===== src/sv/rgb_to_hsv_converter_defines.svh =====
// Assertion macros used by the converter top level.
`ifndef RGB_TO_HSV_CONVERTER_DEFINES_SVH
`define RGB_TO_HSV_CONVERTER_DEFINES_SVH

// Same-cycle implication, sampled on clk, off while rst is high.
`define HSV_ASSERT_NOW(lbl, ante, cons) \
  lbl: assert property (@(posedge clk) disable iff (rst) (ante) |-> (cons)) \
    else $error("hsv: same-cycle check failed");

// Next-cycle implication, sampled on clk, off while rst is high.
`define HSV_ASSERT_NEXT(lbl, ante, cons) \
  lbl: assert property (@(posedge clk) disable iff (rst) (ante) |=> (cons)) \
    else $error("hsv: next-cycle check failed");

`endif


===== src/sv/hsv_pkg.sv =====
// Package: widths, hue constants and the word type handed along the divider chain.
`default_nettype none
package hsv_pkg;

  localparam int ChanW  = 8;
  localparam int HueW   = 15;
  localparam int SatW   = 16;
  localparam int ValW   = 16;
  localparam int WordW  = 24;
  localparam int NumSteps = WordW;

  localparam logic [HueW-1:0] HueSector   = 15'd3840;
  localparam logic [HueW-1:0] HueGreenBase = 15'd7680;
  localparam logic [HueW-1:0] HueBlueBase  = 15'd15360;
  localparam logic [HueW-1:0] HueFullTurn  = 15'd23040;

  // One restoring divider lane: dividend bits shift out at the top while
  // quotient bits shift in at the bottom.
  typedef struct packed {
    logic [WordW-1:0] word;
    logic [ChanW-1:0] rem;
    logic [ChanW-1:0] divisor;
  } div_lane_t;

  typedef struct packed {
    div_lane_t        sat;
    div_lane_t        hue;
    logic [ChanW-1:0] mx;
  } cell_data_t;

endpackage
`default_nettype wire


===== src/sv/hsv_if.sv =====
// Interfaces: pixel input channel and HSV result channel.
`default_nettype none
interface hsv_pix_if;
  logic                     valid;
  logic                     ready;
  logic [hsv_pkg::ChanW-1:0] red;
  logic [hsv_pkg::ChanW-1:0] green;
  logic [hsv_pkg::ChanW-1:0] blue;

  modport source (output valid, output red, output green, output blue, input ready);
  modport sink (input valid, input red, input green, input blue, output ready);
endinterface

interface hsv_res_if;
  logic                     valid;
  logic                     ready;
  logic [hsv_pkg::HueW-1:0] hue;
  logic [hsv_pkg::SatW-1:0] saturation;
  logic [hsv_pkg::ValW-1:0] brightness;

  modport source (output valid, output hue, output saturation, output brightness,
                  input ready);
  modport sink (input valid, input hue, input saturation, input brightness,
                output ready);
endinterface
`default_nettype wire


===== src/sv/rgb_to_hsv_converter.sv =====
// Top level: RGB to HSV converter built as a chain of divider cells.
// An accepted pixel word passes the front stage and then every divider cell on its way to res.
// Throughput: one word per cycle while res is ready; a front stage plus 24 restoring-divider
// cells, one quotient bit each, every stage a register with its own valid bit.
// A stalled output only holds stages that are full; empty stages keep filling.
// Reset (rst, synchronous) clears every valid bit; payload registers are not reset.
`default_nettype none
`include "rgb_to_hsv_converter_defines.svh"
module rgb_to_hsv_converter (
  input wire logic clk,
  input wire logic rst,
  hsv_pix_if.sink  pix,
  hsv_res_if.source res
);

  // Chain links: index 0 is the front stage output, index NumSteps the last cell.
  hsv_pkg::cell_data_t link_data  [hsv_pkg::NumSteps+1];
  logic                link_valid [hsv_pkg::NumSteps+1];
  logic                link_ready [hsv_pkg::NumSteps+1];

  // Front stage: find max and min, form chroma, pick the hue sector and
  // build both dividends. Black and grey pixels get zero dividends, and a divisor
  // of one where max or chroma is zero, so the chain yields zero with no special path.
  hsv_prep u_prep (
    .clk       (clk),
    .rst       (rst),
    .in_valid  (pix.valid),
    .in_ready  (pix.ready),
    .red       (pix.red),
    .green     (pix.green),
    .blue      (pix.blue),
    .out_valid (link_valid[0]),
    .out_ready (link_ready[0]),
    .out_data  (link_data[0])
  );

  // Divider chain: each cell brings down one dividend bit and settles one
  // quotient bit for saturation and hue side by side.
  for (genvar i = 0; i < hsv_pkg::NumSteps; i++) begin : g_cell
    hsv_div_cell u_cell (
      .clk       (clk),
      .rst       (rst),
      .in_valid  (link_valid[i]),
      .in_ready  (link_ready[i]),
      .in_data   (link_data[i]),
      .out_valid (link_valid[i+1]),
      .out_ready (link_ready[i+1]),
      .out_data  (link_data[i+1])
    );
  end

  // Last cell doubles as the output register: its word now holds the quotient.
  assign link_ready[hsv_pkg::NumSteps] = res.ready;
  assign res.valid      = link_valid[hsv_pkg::NumSteps];
  assign res.hue        = link_data[hsv_pkg::NumSteps].hue.word[hsv_pkg::HueW-1:0];
  assign res.saturation = link_data[hsv_pkg::NumSteps].sat.word[hsv_pkg::SatW-1:0];
  // max * 257 is max repeated in both bytes
  assign res.brightness = {link_data[hsv_pkg::NumSteps].mx,
                           link_data[hsv_pkg::NumSteps].mx};

  // Hue never reaches a full turn.
  `HSV_ASSERT_NOW(a_hue_range, res.valid, res.hue < hsv_pkg::HueFullTurn)
  // A black pixel carries no hue and no saturation.
  `HSV_ASSERT_NOW(a_black_zero, res.valid && (res.brightness == '0),
                  (res.hue == '0) && (res.saturation == '0))
  // A coloured hue implies non-zero chroma, hence non-zero saturation.
  `HSV_ASSERT_NOW(a_hue_needs_sat, res.valid && (res.hue != '0), res.saturation != '0)
  // An accepted pixel lands in the front stage on the next edge.
  `HSV_ASSERT_NEXT(a_front_load, pix.valid && pix.ready, link_valid[0])

endmodule
`default_nettype wire


===== src/sv/hsv_prep.sv =====
// Front stage: max, min, chroma and the two dividends and divisors.
`default_nettype none
module hsv_prep (
  input  wire logic                      clk,
  input  wire logic                      rst,
  input  wire logic                      in_valid,
  output      logic                      in_ready,
  input  wire logic [hsv_pkg::ChanW-1:0] red,
  input  wire logic [hsv_pkg::ChanW-1:0] green,
  input  wire logic [hsv_pkg::ChanW-1:0] blue,
  output      logic                      out_valid,
  input  wire logic                      out_ready,
  output      hsv_pkg::cell_data_t       out_data
);

  logic [hsv_pkg::ChanW-1:0] mx;
  logic [hsv_pkg::ChanW-1:0] mn;
  logic [hsv_pkg::ChanW-1:0] chroma;
  logic signed [8:0]         diff;
  logic [hsv_pkg::HueW-1:0]  base;
  logic [22:0]               prod_base;
  logic signed [21:0]        diff_scaled;
  logic [25:0]               num_hue;
  hsv_pkg::cell_data_t       data_next;

  always_comb begin
    mx = (red > green) ? red : green;
    mn = (red < green) ? red : green;
    if (blue > mx) begin
      mx = blue;
    end
    if (blue < mn) begin
      mn = blue;
    end
    chroma = mx - mn;

    // Red wins ties over green, green over blue.
    priority if (mx == red) begin
      diff = $signed({1'b0, green}) - $signed({1'b0, blue});
      base = diff[8] ? hsv_pkg::HueFullTurn : '0;
    end else if (mx == green) begin
      diff = $signed({1'b0, blue}) - $signed({1'b0, red});
      base = hsv_pkg::HueGreenBase;
    end else begin
      diff = $signed({1'b0, red}) - $signed({1'b0, green});
      base = hsv_pkg::HueBlueBase;
    end

    prod_base   = {8'b0, base} * {15'b0, chroma};
    diff_scaled = 22'(diff) * $signed({7'b0, hsv_pkg::HueSector});
    num_hue     = {3'b000, prod_base} + {{4{diff_scaled[21]}}, diff_scaled};

    data_next.mx          = mx;
    data_next.sat.rem     = '0;
    data_next.hue.rem     = '0;
    // chroma * 65535 as a shift and subtract
    data_next.sat.word    = {chroma, 16'b0} - {16'b0, chroma};
    data_next.sat.divisor = (mx == '0) ? 8'd1 : mx;
    if (chroma == '0) begin
      data_next.hue.word    = '0;
      data_next.hue.divisor = 8'd1;
    end else begin
      data_next.hue.word    = num_hue[hsv_pkg::WordW-1:0];
      data_next.hue.divisor = chroma;
    end
  end

  assign in_ready = !out_valid || out_ready;

  always_ff @(posedge clk) begin
    if (rst) begin
      out_valid <= 1'b0;
    end else if (in_ready) begin
      out_valid <= in_valid;
    end
  end

  always_ff @(posedge clk) begin
    if (in_ready && in_valid) begin
      out_data <= data_next;
    end
  end

endmodule
`default_nettype wire


===== src/sv/hsv_div_cell.sv =====
// Divider cell: one restoring step on both lanes, then register and hand on.
`default_nettype none
module hsv_div_cell (
  input  wire logic                clk,
  input  wire logic                rst,
  input  wire logic                in_valid,
  output      logic                in_ready,
  input  wire hsv_pkg::cell_data_t in_data,
  output      logic                out_valid,
  input  wire logic                out_ready,
  output      hsv_pkg::cell_data_t out_data
);

  function automatic hsv_pkg::div_lane_t div_step(input hsv_pkg::div_lane_t lane);
    logic [8:0]         trial;
    logic [8:0]         left;
    logic               q;
    hsv_pkg::div_lane_t res;
    trial = {lane.rem, lane.word[hsv_pkg::WordW-1]};
    left  = trial - {1'b0, lane.divisor};
    q     = (trial >= {1'b0, lane.divisor});
    res.rem     = q ? left[7:0] : trial[7:0];
    res.word    = {lane.word[hsv_pkg::WordW-2:0], q};
    res.divisor = lane.divisor;
    return res;
  endfunction

  hsv_pkg::cell_data_t data_next;

  always_comb begin
    data_next.mx  = in_data.mx;
    data_next.sat = div_step(in_data.sat);
    data_next.hue = div_step(in_data.hue);
  end

  assign in_ready = !out_valid || out_ready;

  always_ff @(posedge clk) begin
    if (rst) begin
      out_valid <= 1'b0;
    end else if (in_ready) begin
      out_valid <= in_valid;
    end
  end

  always_ff @(posedge clk) begin
    if (in_ready && in_valid) begin
      out_data <= data_next;
    end
  end

endmodule
`default_nettype wire


===== src/flat_wrapper.sv =====
// flat-port wrapper written by rule: the top's interface ports become plain ports
module rgb_to_hsv_converter_flat 
  (clk, rst, pix_valid, pix_red, pix_green, pix_blue, pix_ready, res_valid, res_hue, res_saturation, res_brightness, res_ready);
  hsv_pix_if pix_i ();
  hsv_res_if res_i ();
  input wire logic clk;
  input wire logic rst;
  input wire logic [$bits(pix_i.valid)-1:0] pix_valid;
  input wire logic [$bits(pix_i.red)-1:0] pix_red;
  input wire logic [$bits(pix_i.green)-1:0] pix_green;
  input wire logic [$bits(pix_i.blue)-1:0] pix_blue;
  output wire logic [$bits(pix_i.ready)-1:0] pix_ready;
  output wire logic [$bits(res_i.valid)-1:0] res_valid;
  output wire logic [$bits(res_i.hue)-1:0] res_hue;
  output wire logic [$bits(res_i.saturation)-1:0] res_saturation;
  output wire logic [$bits(res_i.brightness)-1:0] res_brightness;
  input wire logic [$bits(res_i.ready)-1:0] res_ready;
  assign pix_i.valid = pix_valid;
  assign pix_i.red = pix_red;
  assign pix_i.green = pix_green;
  assign pix_i.blue = pix_blue;
  assign pix_ready = pix_i.ready;
  assign res_valid = res_i.valid;
  assign res_hue = res_i.hue;
  assign res_saturation = res_i.saturation;
  assign res_brightness = res_i.brightness;
  assign res_i.ready = res_ready;
  rgb_to_hsv_converter u_core (.clk(clk), .rst(rst), .pix(pix_i), .res(res_i));
endmodule

===== config.mk =====
export PLATFORM = sky130hd
export DESIGN_NAME = rgb_to_hsv_converter_flat
export DESIGN_NICKNAME = d
export VERILOG_FILES = /design/src/sv/hsv_pkg.sv /design/src/sv/hsv_if.sv /design/src/sv/rgb_to_hsv_converter.sv /design/src/sv/hsv_prep.sv /design/src/sv/hsv_div_cell.sv /design/src/flat_wrapper.sv
export VERILOG_INCLUDE_DIRS = /design/src /design/src/sv
export SDC_FILE = /design/constraint.sdc
export NUM_CORES = 2
export LEC_CHECK = 0
export BUFFER_PORTS_ARGS = -buffer_cell sky130_fd_sc_hd__buf_2
export CAP_MARGIN = 20
export CORE_UTILIZATION = 30
export CTS_CLUSTER_DIAMETER = 200
export DETAILED_ROUTE_END_ITERATION = 10
export PLACE_DENSITY = 0.45
export SLEW_MARGIN = 10
export SYNTH_ARGS = -nofsm -noshare
export SYNTH_HDL_FRONTEND = slang
export SYNTH_SLANG_ARGS = --single-unit
export TNS_END_PERCENT = 20

===== constraint.sdc =====
create_clock -name clk -period 9.4 [get_ports clk]
set_input_delay 0.47 -clock clk [delete_from_list [all_inputs] [get_ports clk]]
set_output_delay 0.47 -clock clk [all_outputs]
set_load 0.005 [all_outputs]

== After elaboration in Yosys (flattened, before gate mapping) ==
Cells that the tools add are included.
Word-level totals
  register bits after elaboration: 2160
  input bits: 28
  output and inout bits: 49
  logic and storage cells: 436
Cells by class
  $add $sub $neg: 52
  $mul: 2
  order comparisons: 52
  equality and inequality tests: 2
  multiplexer cells: 55
  reductions and logical operators: 77
Operators with widths (count)
  $ge 9x8->1: 46
  $mux 8: 48
  $sub 8x8->8: 45
  $mux 15: 2
  $sub 8x8->9: 3
  $logic_and 1x1->1: 25
  $logic_not 1->1: 25
  $logic_or 1x1->1: 25
  $add 24x22->24: 1
  $sub 24x8->24: 1
  $mul 15x8->23: 1
  $mux 9: 2
  $eq 8x8->1: 2
  $ge 1x8->1: 2
  $gt 8x8->1: 2
  $logic_not 8->1: 2
  $lt 8x8->1: 2
  $sub 1x8->8: 2
  $mul 9x5->14 const B: 1
  $mux 14: 1
  $mux 1: 2

== Longest topological paths before layout ==
  word-level depth: 27
  mapped depth: 52
  gate-level depth less buffers: 50

== Hierarchy ==
A second synthesis with hierarchy kept.
Unflattened totals
  cell total of the unflattened synthesis: 6289
  area total of the unflattened synthesis: 97232.0 um2
Modules (own cells, without submodules)
  hsv_div_cell (u_core.g_cell[0].u_cell ...): instances 13, cells an instance 219, area an instance 3682.3 um2, seq. area each 2662.6 um2
  hsv_div_cell (u_core.g_cell[17].u_cell ...): instances 10, cells an instance 224, area an instance 3702.3 um2, seq. area each 2662.6 um2
  hsv_prep: instances 1, cells an instance 972, area an instance 8578.2 um2, seq. area each 1911.8 um2
  hsv_div_cell (u_core.g_cell[2].u_cell): instances 1, cells an instance 222, area an instance 3701.0 um2, seq. area each 2662.6 um2
  rgb_to_hsv_converter: instances 1, cells an instance 8, area an instance 60.1 um2, seq. area each 0.0 um2

== Worst setup path after synthesis ==
Ideal clock, no wire load.
  path kind: input to register
  start: in pix_green[3]
  end: reg u_core.u_prep.out_data[47] (netlist name) (data pin)
  library setup time: 268 ps
  arrival time: 9992 ps
  data required time: 9132 ps
  setup slack: -859 ps
  cell stages on the path: 45
  path buffers: 1
  cell sequence: inv_1 ha_1 a21o_1 a21oi_1 a21oi_1 o21ai_0 clkbuf_1 mux2i_1 ha_1 a21oi_1 nor2b_1 o21ai_0 nand2b_1 a211o_1 o21ba_2 nor2_2 o21ai_0 inv_1 [... 9 more ...] inv_1 fa_1 inv_1 fa_1 inv_1 ha_1 a21oi_1 xnor2_1 ha_1 a21boi_0 o21ai_0 a21boi_0 o21ai_0 a21oi_1 o21ai_0 nand2_1 nand2_1 mux2i_1
RTL lines
  from (decl): line flat_wrapper.sv:10  | input wire logic [$bits(pix_i.green)-1:0] pix_green;
  to (signal assigned): line hsv_prep.sv:80  | out_data <= data_next;
  to (decl): line hsv_prep.sv:13  | output hsv_pkg::cell_data_t out_data

== Worst setup path after layout ==
  start: in pix_green[6]
  end: reg u_core.u_prep.out_data[47] (netlist name) (data pin)
On the way
  longest elaborated chain between the ends: 9
  elaborated cells on any way between the ends: 22
  those cells by class: 4 x add/sub; 2 x mul; 4 x order compare; 2 x eq/ne; 9 x mux; 1 x reduce/logical
RTL lines
  branches (longest 9 deep; another with $add 24x22->24)
Parallel ways; which one is timed is not known.
A chain may end at the register's enable or synchronous reset.

==> impl_metrics.csv <==
group,metric,value,unit
run_status,status,"completed",
floorplanning,die_h,498.8,µm
worst_setup_path,start_kind,"input port",
worst_hold_path,min_path_type,"in -> reg",
cts,root_buffer,"clkbuf_16",
route,wl_per_cell,13.58,µm
floorplanning,dieArea,0.2488,mm²
synthesis,async_flop_share,0,
run,maxCapViolCount,0,
grt,grt_pass1_vias,41360,
power,p_leak,32.13,nW
sta,setup_viol,0,
route,routed-via-count,39320,
sta,drv_slew,0,
worst_setup_path,critPathMaxFanout,8,
sta,max_freq,0.1139,GHz
worst_setup_path,worstPathArrival,9.40,ns
synthesis,synth-edff-count,1632,
route,first_iter_violations,1544,
synthesis,avgSynthCellArea,13.88,µm²
synthesis,ys_ff_latch,1657,
cts,clockBufferDepth,3,
floorplanning,num_rows,182,
synthesis,synthesis.nets,5937,
cells_and_area,drive_gt1_frac,0.09962,
synthesis,yosys_warnings,0,
sta,fin_worst_skew,0.02181,ns
synthesis,synth.cell_area,0.07404,mm²
cts,clk_pin_slew,0.06,ns
floorplanning,core_area,0.2457,mm²
route,drtAntennaViolNets,0,
synthesis,synth_flop_cell,"edfxtp_1",
worst_setup_path,ff2ff_setup_slack,4.46,ns
route,drc,0,
worst_setup_path,cp_slowest_cell,"fa_1",
sta,slew_headroom,0.3229,
sta,period_share,0.9339,
worst_setup_path,worst_setup_path_end_kind,"flop",
synthesis,synth-seq-area-share,0.6686,
place,gp_congestion,0.8201,
floorplanning,start_util,0.3014,
worst_setup_path,required,10.02,ns
place,io_buffers,76,
floorplanning,io-pin-count,77,
synthesis,syn_inst,5336,
worst_setup_path,reg2reg_depth,12,
cts,post_cts_buffers,0,
cts,htree_levels,4,
grt,track_usage,0.09930,
power,power,27.81,mW
cells_and_area,final_util,0.3481,
cts,cts_tree,"done",
sta,hold_violations,0,
floorplanning,fp.dieW,498.8,µm
worst_setup_path,cpPeakStageDelay,0.53,ns
place,dp_hpwl,90.82,mm
cts,cts_sinks,1657,
power,pwr_density_cell,325.1,mW/mm²
power,irDropWorstVdd,0.001250,V
cells_and_area,nets,6311,
cts,numCtsBuffers,178,
cts,clock_latency,0.78,ns
grt,grt_pass1_wl,203.0,mm
route,routed_via_density,4.333,
synthesis,yosysUniqueCellTypes,80,
grt,grt_max_degree,72,
route,drt-total-wl,123.2,mm
sta,tightestPinTransition,1.016,ns
route,first_pass_iters,5,
worst_setup_path,worst-setup-path-type,"in -> reg",
grt,grt-ovfl-total,0,
worst_hold_path,whs_path_depth,4,
grt,antenna_found_initial,1,
cells_and_area,area_delta_synth_final,15.50,%
sta,period_minus_slack,8.779,ns
sta,rsz0062_at_grt,"no",
flip-flops by register name, summed over array words and instances, names as in the netlist:
register and count:
u_core.g_cell.u_cell.out_data 1569, u_core.u_prep.out_data 63, u_core.g_cell.u_cell.out_valid 24, u_core.u_prep.out_valid 1
stage by stage:
step                      area (µm²)  setup TNS [ns]  hold WS, ns  setup WS, ns  cells
after floorplan                74120               0       0.4003       0.01697   5336
after global placement         79870         -0.6182       0.4003       -0.2669   8748
after detailed placement       79870         -0.8976       0.4045       -0.3654   8748
after CTS                      85480               0     0.004356        0.4593   9071
after global routing           85520               0      0.08293       0.01677   9073
final                          85520               0      0.08463        0.6210   9073
final cells by class:
cell class / count / area [µm²]
repair buffers: 266 / 1819
diodes: 1 / 2.502
clock inverters: 104 / 952.2
inverters: 655 / 2459
clock buffers: 218 / 4654
multi-input cells: 2952 / 22100
well taps: 3220 / 4029
flip-flops and latches: 1657 / 49510
fillers: 23710 / 160200
path summary, 6_finish.rpt:
path | start | to
worst max-delay path | pix_green[6] | u_core.u_prep.out_data[47]$_SDFFCE_PN0P_
worst max register to register | u_core.g_cell[23].u_cell.out_valid$_SDFFE_PP0P_ | u_core.g_cell[0].u_cell.out_data[55]$_DFFE_PP_
worst min-delay path | res_ready | u_core.g_cell[23].u_cell.out_valid$_SDFFE_PP0P_
worst min register to register | u_core.g_cell[4].u_cell.out_data[45]$_DFFE_PP_ | u_core.g_cell[5].u_cell.out_data[46]$_DFFE_PP_
critical path: cells and delay by family:
kind / cells / cell delay [ns]
adder cells (fa/ha/maj): 10 / 3.47
AO/OA/AOI/OAI: 18 / 3.18
AND/OR/NAND/NOR: 9 / 1.03
buffers and inverters: 8 / 0.79
XOR/XNOR: 2 / 0.31
multiplexers: 1 / 0.13
synthesized netlist by cell type, types with 6 or more instances:
| master | count | area [µm²] |
|---|---|---|
| a21boi_0 | 31 | 232.7 |
| a21o_1 | 82 | 615.6 |
| a21oi_1 | 127 | 635.6 |
| a311oi_1 | 15 | 131.4 |
| a31oi_1 | 6 | 37.54 |
| and2_1 | 105 | 656.9 |
| and3_1 | 15 | 93.84 |
| buf_4 | 9 | 67.56 |
| clkbuf_1 | 60 | 225.2 |
| dfxtp_1 | 25 | 500.5 |
| edfxtp_1 | 1632 | 49010 |
| fa_1 | 86 | 1722 |
| ha_1 | 487 | 6093 |
| inv_1 | 651 | 2444 |
| mux2i_1 | 38 | 380.4 |
| nand2_1 | 330 | 1239 |
| nand2b_1 | 135 | 844.6 |
| nand3_1 | 30 | 150.1 |
| nand4_1 | 86 | 538.0 |
| nor2_1 | 288 | 1081 |
| nor2b_1 | 133 | 832.1 |
| nor3_1 | 15 | 75.07 |
| nor4_1 | 6 | 37.54 |
| o211a_1 | 31 | 310.3 |
| o21a_1 | 6 | 45.04 |
| o21ai_0 | 480 | 2402 |
| o21bai_1 | 14 | 105.1 |
| o31ai_1 | 89 | 668.1 |
| or2_2 | 6 | 37.54 |
| or4_1 | 31 | 232.7 |
| xnor2_1 | 95 | 832.1 |
| xor2_1 | 109 | 954.7 |
cells by family (layout without fill, tap and decap cells):
group,after synthesis,count (layout),synth area share
AOI/OAI and AO/OA,936,936,0.07699
xor gates and xnor gates,204,204,0.02413
buffers and inverters,727,1243,0.03734
other,0,1,0
muxes,46,46,0.006911
and+or+nand+nor,1192,1192,0.08032
DFF,1657,1657,0.6686
adders and majority gates,574,574,0.1057
routing by layer:
metal | vias up | part of all wire | wire [µm] | track usage
li1 | 19980 | - | - | -
met1 | 18690 | 0.41 | 50620 | 0.1087
met2 | 405 | 0.53 | 65340 | 0.1890
met3 | 240 | 0.031 | 3854 | 0.01951
met4 | 0 | 0.028 | 3420 | 0.03289
met5 | - | 0 | 0 | 0
layout by cell type (no fill, tap or decap), types with 8 or more instances in the layout:
cell,Yosys,layout
edfxtp_1,1632,1632
a21oi_1,127,121
bufinv_16,0,11
a21oi_2,2,8
clkinv_1,1,44
ha_1,487,487
a21boi_0,31,22
o211a_1,31,31
nand3_1,30,30
a21boi_4,0,8
a21o_1,82,82
nand2b_1,135,135
nand4_1,86,86
a311oi_1,15,15
nand2_1,330,330
clkinvlp_4,0,9
buf_4,9,187
mux2i_1,38,36
o31ai_1,89,89
and3_1,15,15
and2_1,105,102
xnor2_1,95,95
nor2b_1,133,125
clkbuf_16,0,178
o21ai_0,480,473
inv_1,651,651
nor2_1,288,287
fa_1,86,86
clkinv_2,0,26
nor2b_4,0,8
clkbuf_1,60,35
buf_2,2,76
or4_1,31,31
xor2_1,109,107
nor3_1,15,15
dfxtp_1,25,25
o21bai_1,14,14
where the power goes:
group | leakage (nW) | internal [mW] | switching, mW
Combinational | 14.5 | 6.13 | 6.08
Sequential | 15.0 | 8.84 | 0.0981
Clock | 2.71 | 3.83 | 2.83
Total | 32.1 | 18.8 | 9.00
repair_timing:
action	in CTS	in global routing
endpoints found under the hold margin	1	0
hold buffers	1	0
resized for setup	0	11
endpoints found under the setup margin	0	3
No activity file was read; power rests on OpenSTA's default activity.
